## src/hdl/gro_pkg.sv

```systemverilog
`timescale 1ns / 1ps
// ----------------------------------------------------------------------------
// Occupancy grid package
// Shared sizes, command item type and helpers of the rectangle occupancy unit.
// ----------------------------------------------------------------------------
package gro_pkg;

	localparam int MAX_COLUMNS   = 64;
	localparam int MAX_ROWS      = 64;
	localparam int MAX_RECT_SIDE = 16;

	localparam int MAP_DEPTH = MAX_ROWS * MAX_COLUMNS;
	localparam int ADDR_W    = $clog2(MAP_DEPTH);
	localparam int RIDX_W    = $clog2(MAX_ROWS);
	localparam int CIDX_W    = $clog2(MAX_COLUMNS);
	localparam int REM_W     = CIDX_W;

	localparam int DIM_W    = 7;
	localparam int CENTER_W = 12;
	localparam int SIDE_W   = 5;
	localparam int CNT_W    = $clog2(MAX_RECT_SIDE);
	localparam int DIV_W    = $clog2(CENTER_W);

	// signed cell coordinates of the rectangle
	localparam int ROW_W = CENTER_W + 2;
	localparam int COL_W = DIM_W + 1;

	localparam int QUEUE_DEPTH = 2;
	localparam int QPTR_W      = $clog2(QUEUE_DEPTH);
	localparam int QCNT_W      = QPTR_W + 1;

	localparam logic OP_WRITE = 1'b0;
	localparam logic OP_CHECK = 1'b1;

	localparam logic CFG_COLUMN_COUNT = 1'b0;
	localparam logic CFG_ROW_COUNT    = 1'b1;

	typedef struct packed {
		logic              op;
		logic              st;
		logic [SIDE_W-1:0] rh;
		logic [SIDE_W-1:0] rw;
		logic [ROW_W-1:0]  r0;
		logic [COL_W-1:0]  c0;
		logic              center_clip;
	} cmd_t;

	function automatic logic [DIM_W-1:0] clamp_dim(input logic [DIM_W-1:0] v,
	                                               input logic [DIM_W-1:0] maxv);
		logic [DIM_W-1:0] r;
		if (v == '0) begin
			r = DIM_W'(1);
		end else if (v > maxv) begin
			r = maxv;
		end else begin
			r = v;
		end
		return r;
	endfunction

	function automatic logic [SIDE_W-1:0] clamp_side(input logic [SIDE_W-1:0] v);
		logic [SIDE_W-1:0] r;
		if (v > SIDE_W'(MAX_RECT_SIDE)) begin
			r = SIDE_W'(MAX_RECT_SIDE);
		end else begin
			r = v;
		end
		return r;
	endfunction

endpackage

```

## src/hdl/gro_queue.sv

```systemverilog
`timescale 1ns / 1ps
// ----------------------------------------------------------------------------
// Occupancy grid command queue
// Short FIFO of rectangle commands between the front and back ends.
// ----------------------------------------------------------------------------
module gro_queue import gro_pkg::*; (
	input  logic clk,
	input  logic arst_n,
	input  logic push,
	input  cmd_t wdata,
	output logic full,
	input  logic pop,
	output logic valid,
	output cmd_t rdata
);

	cmd_t              ent_q [QUEUE_DEPTH];
	logic [QPTR_W-1:0] wr_q;
	logic [QPTR_W-1:0] rd_q;
	logic [QCNT_W-1:0] cnt_q;

	assign full  = cnt_q == QCNT_W'(QUEUE_DEPTH);
	assign valid = cnt_q != '0;
	assign rdata = ent_q[rd_q];

	always_ff @(posedge clk or negedge arst_n) begin
		if (!arst_n) begin
			wr_q  <= '0;
			rd_q  <= '0;
			cnt_q <= '0;
		end else begin
			if (push) begin
				wr_q <= wr_q + QPTR_W'(1);
			end
			if (pop) begin
				rd_q <= rd_q + QPTR_W'(1);
			end
			if (push && !pop) begin
				cnt_q <= cnt_q + QCNT_W'(1);
			end else if (pop && !push) begin
				cnt_q <= cnt_q - QCNT_W'(1);
			end
		end
	end

	always_ff @(posedge clk) begin
		if (push) begin
			ent_q[wr_q] <= wdata;
		end
	end

endmodule

```

## config.mk

```make
export PLATFORM = sky130hd
export DESIGN_NAME = gro_queue
export DESIGN_NICKNAME = d
export VERILOG_FILES = /design/src/hdl/gro_pkg.sv /design/src/hdl/gro_queue.sv
export SDC_FILE = /design/constraint.sdc
export NUM_CORES = 1
export LEC_CHECK = 0
export BUFFER_PORTS_ARGS = -buffer_cell sky130_fd_sc_hd__buf_4
export CAP_MARGIN = 10
export CORE_ASPECT_RATIO = 0.75
export CORE_MARGIN = 2
export CORE_UTILIZATION = 47
export DETAILED_ROUTE_END_ITERATION = 8
export PLACE_DENSITY = 0.75
export SYNTH_ARGS = -nofsm -noshare
export SYNTH_HDL_FRONTEND = slang
export SYNTH_SLANG_ARGS = --single-unit
```

## constraint.sdc

```tcl
create_clock -name clk -period 2.2 [get_ports clk]
set_input_delay 0.44 -clock clk [delete_from_list [all_inputs] [get_ports clk]]
set_output_delay 0.44 -clock clk [all_outputs]
set_load 0.005 [all_outputs]
```

==> impl_metrics.ini <==
[global_routing]
antenna_found_initial = 0
grt_max_degree = 21
track_usage_pct = 14.54
grt_pass1_wl_mm = 7.010
grt_pass1_vias = 1478
overflow = 0

[drt]
dr.pass1.iters = 4
wl_met3_um = 340
postRouteAntennaNets = 0
top_layer = met4
drt-total-wl_mm = 4.597
drc_errors = 0
dr_wl_met2_mm = 2.235
wl_per_cell_um = 15.58
avgViaCountPerCell = 4.692
drt_iter0_drc = 76
drt-met1-wl_mm = 1.925
vias = 1384

[clock_tree]
cts_tree = done
clkLatencyLatePin_ns = 0.33
cts_setup_buffers = 0
post_cts_resized = 0
clkTransAtPathRegs_ns = 0.07
cts_buffers = 9
cts.sinks = 74
htreeDepth = 3
root_buffer = clkbuf_8
cts_max_path_buffers = 2

[sta]
slew-limit-headroom_pct = 72.36
finalHoldViolCount = 0
worst_slack_ns = 0.1767
tightest_slew_ns = 0.4146
fmax_mhz = 494.2
setup_viol = 0
finalCritPeriodShare_pct = 91.97
fin_crit_ns = 2.023
holdWs_ns = 0.2868
skew_ns = 0.003867
tns_ns = 0
rsz0062_at_grt = no
maxSlewViolCount = 0

[synth]
syn_area_sq_um = 2865
synth_area_leaders = edfxtp_1 73%, mux2_4 15%, dfrtp_1 3.5%
synthArstFlopShare_pct = 5.405
ys.flop_type = edfxtp_1
yosysWarningCount = 0
yosysSeqAreaShare_pct = 76.86
yosys_register_bits = 74
synth_most_common_cell = edfxtp_1
netlist_instances = 125
synth_edf_count = 70
synth.avg_cell_area_sq_um = 22.92
netlist_top_cells_count = 70 x edfxtp_1, 29 x mux2_4, 6 x mux2_2
syn_nets = 165
yosysTopAreaCell = edfxtp_1
ys_types = 14
yosysTopAreaCellShare_pct = 73.36

[worst_setup_path]
worstSetupStartpoint = rd_q
r2r-start = wr_q
start_kind = flip-flop
reg2reg_to = ent_q[1][13]
critPathMaxStageDelay_ns = 0.52
r2r_slack_ns = 0.79
r2r_cells = 2
crit_fanout = 20
arrival_ns = 1.58
cp_data_required_time_ns = 1.76
worstSetupEndpoint = rdata[15]
critical_path.cell_chain = buf_12, mux2_2, buf_4
cp-end-kind = primary output
cp_slowest_cell = dfrtp_2
critPathKind = reg2out

[die]
die_w_um = 94.16
dieHeight_um = 71.62
core_area_sq_um = 5856
initial_core_util_pct = 48.93
io_pins = 76
dieArea_sq_um = 6743
row_count = 24

[finish]
utilization_pct = 62.97
syn_to_final_growth_pct = 28.69
n_antenna_cell = 0
finalNetCount = 253
drive_above_1_share_pct = 60.37
fin_cells = 295

[power]
leakage_nw = 1.494
p_clk_share_pct = 19.1
p_sw_share_pct = 25.76
p_int_mw = 3.187
p_seq_share_pct = 46.7
power_frac_comb_pct = 34.2
vdd_drop_max_mv = 0.5649
power_density_nw_per_um2 = 1164
p_sw_mw = 1.106

[placement]
place_inst = 279
portBuffers = 75
dpl.hpwl_mm = 3.300
place.gp.congestion = 0.6224
place_ws_ns = 0.5204

[job]
maxCapViolCount = 0

[outcome]
run_status = finished, final reports clean

[min_path]
worstHoldPathType = in2reg
## power groups by stage
stage / clock, mW / sequential, mW / combinational (mW)
finish: 0.818 / 2.01 / 1.47
global route: 0.896 / 2.04 / 1.57
CTS: 0.845 / 2.01 / 1.50
detailed placement: 0 / 2.04 / 1.50
global placement: 0 / 2.02 / 1.47
floorplan: 0 / 1.98 / 0.967
## flip-flops by register name, summed over array words and instances, names as in the netlist
| signal | cells |
|---|---|
| ent_q | 70 |
| cnt_q | 2 |
| wr_q | 1 |
| rd_q | 1 |
## through the flow
stage	area, sq um	power [mW]
finish	3687	4.293
global route	3687	4.510
CTS	3687	4.359
detailed placement	3527	3.535
global placement	3527	3.486
floorplan	2868	2.942
## timing repair
item / 4_1_cts / 5_1_grt
endpoints found under the hold margin: 4 / 0
hold buffers: 1 / 0
setup endpoints to repair: 0 / 0
## cell type report
type	instances	area, sq um
flip-flops and latches	74	2203
fillers	442	2168
repair buffers	81	635.6
multi-input cells	46	596.8
clock buffers	10	127.6
well taps	78	97.59
clock inverters	5	22.52
inverters	1	3.754
## placed cells by master (no fill, tap or decap), drive strengths merged, types with 2 or more instances in the layout
| cell | count |
|---|---|
| buf | 80 |
| clkbuf | 10 |
| clkinv | 5 |
| dfrtp | 4 |
| edfxtp | 70 |
| mux2 | 35 |
| nor2b | 2 |
| xor2 | 4 |
## worst max-delay path: cells and delay by family, from the launching register on
| family | cells | cell delay, ns |
|---|---|---|
| flops | 1 | 0.52 |
| mux | 1 | 0.35 |
| buf+inv | 2 | 0.36 |
## worst min-delay path by stage
stage                         start           end  slack, ns  cells past startpoint
after floorplan              arst_n      cnt_q[0]       0.14                      0
after global placement       arst_n      cnt_q[1]       0.24                      1
after detailed placement     arst_n          wr_q       0.24                      1
after CTS                 wdata[23]  ent_q[0][23]       0.27                      1
after global routing      wdata[31]  ent_q[1][31]       0.26                      1
final                     wdata[31]  ent_q[1][31]       0.29                      1
## metal layers
metal  up-vias  global-route usage, %
met3        10                  5.047
met2        56                  23.33
met4         0                  8.213
met5         -                      0
met1       658                  17.31
li1        660                      -
## cells by family (layout without fill, tap and decap cells)
| family | count (synthesis) | count (layout) | synth area share [%] |
|---|---|---|---|
| flip-flops | 74 | 74 | 76.86 |
| multiplexers | 35 | 35 | 17.55 |
| XOR/XNOR | 5 | 5 | 1.528 |
| AND/OR/NAND/NOR | 5 | 5 | 1.004 |
| buffers and inverters | 5 | 97 | 2.620 |
| adder cells (fa/ha/maj) | 1 | 1 | 0.4366 |
(Power assumes the default switching activity.)
