===== config.mk =====
export PLATFORM = sky130hd
export DESIGN_NAME = gro_front
export DESIGN_NICKNAME = d
export VERILOG_FILES = /design/src/hdl/gro_pkg.sv /design/src/hdl/gro_front.sv
export SDC_FILE = /design/constraint.sdc
export NUM_CORES = 1
export LEC_CHECK = 0
export ABC_CLOCK_PERIOD_IN_PS = 2300
export BUFFER_PORTS_ARGS = -buffer_cell sky130_fd_sc_hd__clkbuf_2
export CORE_MARGIN = 1.5
export CORE_UTILIZATION = 45
export DETAILED_ROUTE_END_ITERATION = 12
export GPL_TIMING_DRIVEN = 0
export PLACE_DENSITY = 0.72
export SYNTH_ARGS = -nofsm -noshare
export SYNTH_HDL_FRONTEND = slang
export SYNTH_SLANG_ARGS = --single-unit

===== constraint.sdc =====
create_clock -name clk -period 2.3 [get_ports clk]
set_input_delay 0.46 -clock clk [delete_from_list [all_inputs] [get_ports clk]]
set_output_delay 0.46 -clock clk [all_outputs]
set_load 0.03 [all_outputs]

===== src/hdl/gro_pkg.sv =====
`timescale 1ns / 1ps
// ----------------------------------------------------------------------------
// Occupancy grid package
// Shared sizes, command item type and helpers of the rectangle occupancy unit.
// ----------------------------------------------------------------------------
package gro_pkg;

	localparam int MAX_COLUMNS   = 64;
	localparam int MAX_ROWS      = 64;
	localparam int MAX_RECT_SIDE = 16;

	localparam int MAP_DEPTH = MAX_ROWS * MAX_COLUMNS;
	localparam int ADDR_W    = $clog2(MAP_DEPTH);
	localparam int RIDX_W    = $clog2(MAX_ROWS);
	localparam int CIDX_W    = $clog2(MAX_COLUMNS);
	localparam int REM_W     = CIDX_W;

	localparam int DIM_W    = 7;
	localparam int CENTER_W = 12;
	localparam int SIDE_W   = 5;
	localparam int CNT_W    = $clog2(MAX_RECT_SIDE);
	localparam int DIV_W    = $clog2(CENTER_W);

	// signed cell coordinates of the rectangle
	localparam int ROW_W = CENTER_W + 2;
	localparam int COL_W = DIM_W + 1;

	localparam int QUEUE_DEPTH = 2;
	localparam int QPTR_W      = $clog2(QUEUE_DEPTH);
	localparam int QCNT_W      = QPTR_W + 1;

	localparam logic OP_WRITE = 1'b0;
	localparam logic OP_CHECK = 1'b1;

	localparam logic CFG_COLUMN_COUNT = 1'b0;
	localparam logic CFG_ROW_COUNT    = 1'b1;

	typedef struct packed {
		logic              op;
		logic              st;
		logic [SIDE_W-1:0] rh;
		logic [SIDE_W-1:0] rw;
		logic [ROW_W-1:0]  r0;
		logic [COL_W-1:0]  c0;
		logic              center_clip;
	} cmd_t;

	function automatic logic [DIM_W-1:0] clamp_dim(input logic [DIM_W-1:0] v,
	                                               input logic [DIM_W-1:0] maxv);
		logic [DIM_W-1:0] r;
		if (v == '0) begin
			r = DIM_W'(1);
		end else if (v > maxv) begin
			r = maxv;
		end else begin
			r = v;
		end
		return r;
	endfunction

	function automatic logic [SIDE_W-1:0] clamp_side(input logic [SIDE_W-1:0] v);
		logic [SIDE_W-1:0] r;
		if (v > SIDE_W'(MAX_RECT_SIDE)) begin
			r = SIDE_W'(MAX_RECT_SIDE);
		end else begin
			r = v;
		end
		return r;
	endfunction

endpackage


===== src/hdl/gro_front.sv =====
`timescale 1ns / 1ps
// ----------------------------------------------------------------------------
// Occupancy grid front end
// Takes an item, splits the centre index into row and column with a
// bit-serial divider and queues the rectangle origin for the back end.
// ----------------------------------------------------------------------------
module gro_front import gro_pkg::*; (
	input  logic                clk,
	input  logic                arst_n,
	input  logic                in_valid,
	output logic                in_stall,
	input  logic                opcode,
	input  logic [CENTER_W-1:0] center_index,
	input  logic [SIDE_W-1:0]   rect_rows,
	input  logic [SIDE_W-1:0]   rect_cols,
	input  logic                cell_state,
	input  logic [DIM_W-1:0]    cols,
	input  logic [DIM_W-1:0]    rows,
	input  logic                map_ready,
	output logic                q_push,
	output cmd_t                q_wdata,
	input  logic                q_full
);

	typedef enum logic [2:0] {
		F_IDLE = 3'b001,
		F_DIV  = 3'b010,
		F_PUSH = 3'b100
	} fstate_t;

	fstate_t             state_q;
	logic [DIV_W-1:0]    cnt_q;
	logic [CENTER_W-1:0] dvd_q;
	logic [REM_W-1:0]    rem_q;
	logic                op_q;
	logic                st_q;
	logic [SIDE_W-1:0]   rh_q;
	logic [SIDE_W-1:0]   rw_q;

	logic                accept;
	logic [DIM_W-1:0]    trial;
	logic [DIM_W-1:0]    diff;
	logic                ge;

	assign in_stall = (state_q != F_IDLE) || !map_ready;
	assign accept   = in_valid && !in_stall;

	// one quotient bit a cycle
	assign trial = {rem_q, dvd_q[CENTER_W-1]};
	assign ge    = trial >= cols;
	assign diff  = trial - cols;

	assign q_push = (state_q == F_PUSH) && !q_full;

	always_comb begin
		q_wdata.op          = op_q;
		q_wdata.st          = st_q;
		q_wdata.rh          = rh_q;
		q_wdata.rw          = rw_q;
		q_wdata.r0          = {{(ROW_W-CENTER_W){1'b0}}, dvd_q}
		                      - {{(ROW_W-SIDE_W){1'b0}}, rh_q >> 1};
		q_wdata.c0          = {{(COL_W-REM_W){1'b0}}, rem_q}
		                      - {{(COL_W-SIDE_W){1'b0}}, rw_q >> 1};
		q_wdata.center_clip = dvd_q >= {{(CENTER_W-DIM_W){1'b0}}, rows};
	end

	always_ff @(posedge clk or negedge arst_n) begin
		if (!arst_n) begin
			state_q <= F_IDLE;
			cnt_q   <= '0;
		end else begin
			case (state_q)
				F_IDLE: begin
					if (accept) begin
						state_q <= F_DIV;
						cnt_q   <= '0;
					end
				end
				F_DIV: begin
					cnt_q <= cnt_q + DIV_W'(1);
					if (cnt_q == DIV_W'(CENTER_W - 1)) begin
						state_q <= F_PUSH;
					end
				end
				F_PUSH: begin
					if (!q_full) begin
						state_q <= F_IDLE;
					end
				end
				default: state_q <= F_IDLE;
			endcase
		end
	end

	always_ff @(posedge clk) begin
		if (accept) begin
			dvd_q <= center_index;
			rem_q <= '0;
			op_q  <= opcode;
			st_q  <= cell_state;
			rh_q  <= clamp_side(rect_rows);
			rw_q  <= clamp_side(rect_cols);
		end else if (state_q == F_DIV) begin
			dvd_q <= {dvd_q[CENTER_W-2:0], ge};
			rem_q <= ge ? diff[REM_W-1:0] : trial[REM_W-1:0];
		end
	end

	a_rem_range: assert property (@(posedge clk) disable iff (!arst_n)
		state_q == F_PUSH |-> {1'b0, rem_q} < cols)
		else $error("remainder not below column count");

endmodule


==> results by group <==
Die
  – Die boundary width: 77.8 um
  – IO Pins: 80
  – Effective utilization at floorplan: 46.3%
  – Chip Height: 77.8 um
  – Std-Cell Rows: 27
  – Area enclosed by the die boundary: 6060 sq um
  – Standard cell core area: 5440 sq um

Setup path
  – Capturing element type of the critical path: primary output
  – Required time at the endpoint of the critical path: 1.84 ns
  – Startpoint Class: register
  – Worst reg-to-reg path cell count: 7
  – Largest delay share family, worst path: simple AND/OR/NAND/NOR gates
  – Cell breakdown of the critical path: ha_4 -> nor2b_2 -> o21ai_2 -> or3b_4 -> nor4_4 -> xor2_2 -> clkbuf_8
  – Kind of critical path: reg -> out
  – Delay of the slowest cell on the worst path: 0.45 ns
  – Worst EP arrival: 2.34 ns
  – Cell at the slowest stage of the critical path: edfxtp_1
  – Launch point of the worst reg-to-reg path: rem_q[5]
  – Slack of the worst reg-to-reg path: 0.10 ns
  – CP Buf/Inv Count: 1
  – Max FO, Critical Path: 3
  – Destination of the worst register-to-register timing path: dvd_q[0]

Final layout
  – Share of cells above drive strength 1: 42.0%
  – Final cell count without fillers: 453
  – Number of inserted diodes: 0
  – Leading cell type in the layout, fill and taps excluded: clkbuf_2
  – Top library cells by usage in the layout, fill and taps aside: 61 x clkbuf_2, 38 x nand2_1, 29 x inv_1, 26 x buf_4, 24 x edfxtp_1
  – Fillers: 438
  – Final Net Count: 449
  – Area Growth Syn to Fin: 45.3%

Routing
  – Number of design rule violations left after detail routing: 0
  – Count of nets left with antenna violations after detail routing: 0
  – Routed wire length per instance: 13.2 um
  – Final wirelength: 5980 um
  – Initial detailed-routing violation count: 115
  – Post-detailed-route via-to-cell ratio: 5.03
  – Via count: 2278
  – First-pass detailed-route iteration total: 5

Clock tree
  – Clock tree from TritonCTS: yes
  – Clock root buffer: clkbuf_8
  – CTS HTree Levels: 2
  – Number of buffers between clock root and the deepest sink: 2
  – Clk Latency, worst-skew pair: 0.29 ns
  – Number of sinks handled by clock tree synthesis: 37
  – Cts bufs inserted: 5
  – Clock transition at the registers of the reported paths: 0.07 ns

Yosys
  – Avg Cell Area, Syn: 9.26 sq um
  – Sequential-to-total area share from yosys stat: 40.4%
  – Proportion of synthesized flip-flops having asynchronous set or reset: 18.9%
  – Gate count of the mapped netlist: 272
  – Synth cell types: 48
  – Post-Syn Area: 2520 sq um
  – Number of synthesized flops with an enable pin: 24
  – Cell type with the largest total area after synthesis: edfxtp_1
  – Fraction of synthesized cell area taken by the top area cell type: 28.6%
  – Synth top area cells: edfxtp_1 29%, ha_1 11%, dfrtp_1 6.0%, nand2_1 5.7%, dfxtp_1 4.8%
  – Synthesized flop and latch total: 37
  – Number of nets in the synthesized netlist: 341
  – Synth warn: 0
  – Top_reg_cell synth: edfxtp_1

Outcome
  – Outcome: finished, violations left
  – Violated checks: setup timing

Worst hold path
  – Sink of the worst hold path: st_q
  – Worst hold path type: in -> reg
  – Hold Path Cell Cnt: 1
  – Launch instance of the worst min-delay path: cell_state

Placement
  – Post-Place Setup Slack: -0.405 ns
  – Routability Congestion: 0.864
  – HPWL Detailed: 4310 um
  – Total of buffers placed on input and output ports: 79
  – Inst Count DP: 423

STA
  – Final hold violations: 0
  – Highest Clock Rate: 0.357 GHz
  – Final max-slew violation count: 0
  – Post-layout minimum cycle time: 2.80 ns
  – Transition at the pin with the smallest max-transition slack: 0.580 ns
  – Setup skew after layout: 0.00688 ns
  – Final setup violating endpoints: 15
  – Final Cycle Share: 122%
  – Worst Setup Slack, final: -0.500 ns
  – Setup repair after global routing missed its margin: true
  – Max_slew headroom: 61.1%

Global route
  – Overflow after GRT: 0
  – First-pass GRT wire length: 9630 um
  – Via count of the first global-routing pass: 2122
  – Global-route usage over all layers: 20.5%
  – Pin count of the biggest net entering global routing: 22
  – Number of antenna violations at the first check in global routing: 0

Power
  – Final total power: 2.08 mW
  – Leakage dissipation: 1.72 nW
  – Maximum ir drop on the vdd rail: 0.401 mV
  – Power per cell area: 569 nW/um^2

Flow run
  – Max-Cap Viols: 0
repair_timing:
action,4_1_cts,5_1_grt
setup endpoints to repair,37,21
setup buffers,17,4
hold buffers,1,0
pin swaps,18,7
endpoints found under the hold margin,6,0
resized for setup,48,35
synthesized netlist by cell type, types with 7 or more instances:
library cell / n
a21oi_1: 7
edfxtp_1: 24
ha_1: 23
inv_1: 32
nand2_1: 38
nand2b_1: 9
nand3_1: 10
nor2_1: 8
nor2b_1: 14
nor3_1: 9
o21ai_0: 15
xnor2_1: 7
xor2_1: 9
worst register-to-register path: stages, from the launching register on:
cell,delay [ns]
dfxtp_1,0.47
ha_1,0.30
nand2_1,0.10
a21oi_1,0.06
a211o_1,0.22
buf_2,0.17
or2_2,0.34
mux2_2,0.29
flip-flops by register name (all words and copies together), names as in the netlist:
signal   count
cnt_q        4
dvd_q       12
op_q         1
rem_q        6
rh_q         5
rw_q         5
st_q         1
state_q      3
worst max-delay path by stage:
stage / from / to / slack (ns) / cells past startpoint
floorplan: rh_q[1] / q_wdata[19] / -0.32 / 7
global placement: dvd_q[0] / q_wdata[19] / -0.37 / 9
detailed placement: dvd_q[0] / q_wdata[19] / -0.41 / 9
finish: dvd_q[2] / q_wdata[19] / -0.50 / 7
CTS: dvd_q[0] / q_wdata[19] / -0.47 / 9
global route: dvd_q[0] / q_wdata[19] / -0.60 / 9
layer usage:
layer	up-vias	global-route usage, %	wire [um]
met4	0	6.55	69
met1	1072	26.7	2600
met5	-	0	0
li1	1148	-	-
met3	7	4.12	258
met2	51	33.9	3050
power breakdown:
part           total, mW  switching (mW)  internal, mW  leakage (nW)
Sequential         0.824          0.0510         0.773         0.367
Clock              0.433           0.229         0.204        0.0430
Combinational      0.826           0.461         0.365          1.31
final cells by class:
type                            count  area (sq um)  area share, %
Clock inverter                      3          12.5          0.342
Tap cell                           72          90.1           2.46
Inverter                           32           120           3.28
Sequential cell                    37          1020           27.9
Buffer                             12          68.8           1.88
Clock buffer                        5          68.8           1.88
Timing Repair Buffer              101           691           18.9
Multi-Input combinational cell    191          1590           43.4
logic make-up after synthesis:
kind of cell | share of synthesized area (%)
DFF | 40.4
buffers and inverters | 7.20
adders and majority gates | 13.8
xor gates and xnor gates | 5.56
muxes | 0.447
and+or+nand+nor | 21.5
AOI/OAI and AO/OA | 11.2
stage by stage:
stage	hold slack (ns)	setup TNS, ns	area [sq um]	util, %
after detailed placement	0.312	-3.92	3120	57.4
after global routing	0.324	-5.31	3660	67.3
after CTS	0.332	-3.77	3530	65.0
after floorplan	0.164	-1.07	2640	-
after global placement	0.310	-2.69	3120	57.4
final	0.341	-3.47	3660	67.3
Power figures use the tool's default switching activity.
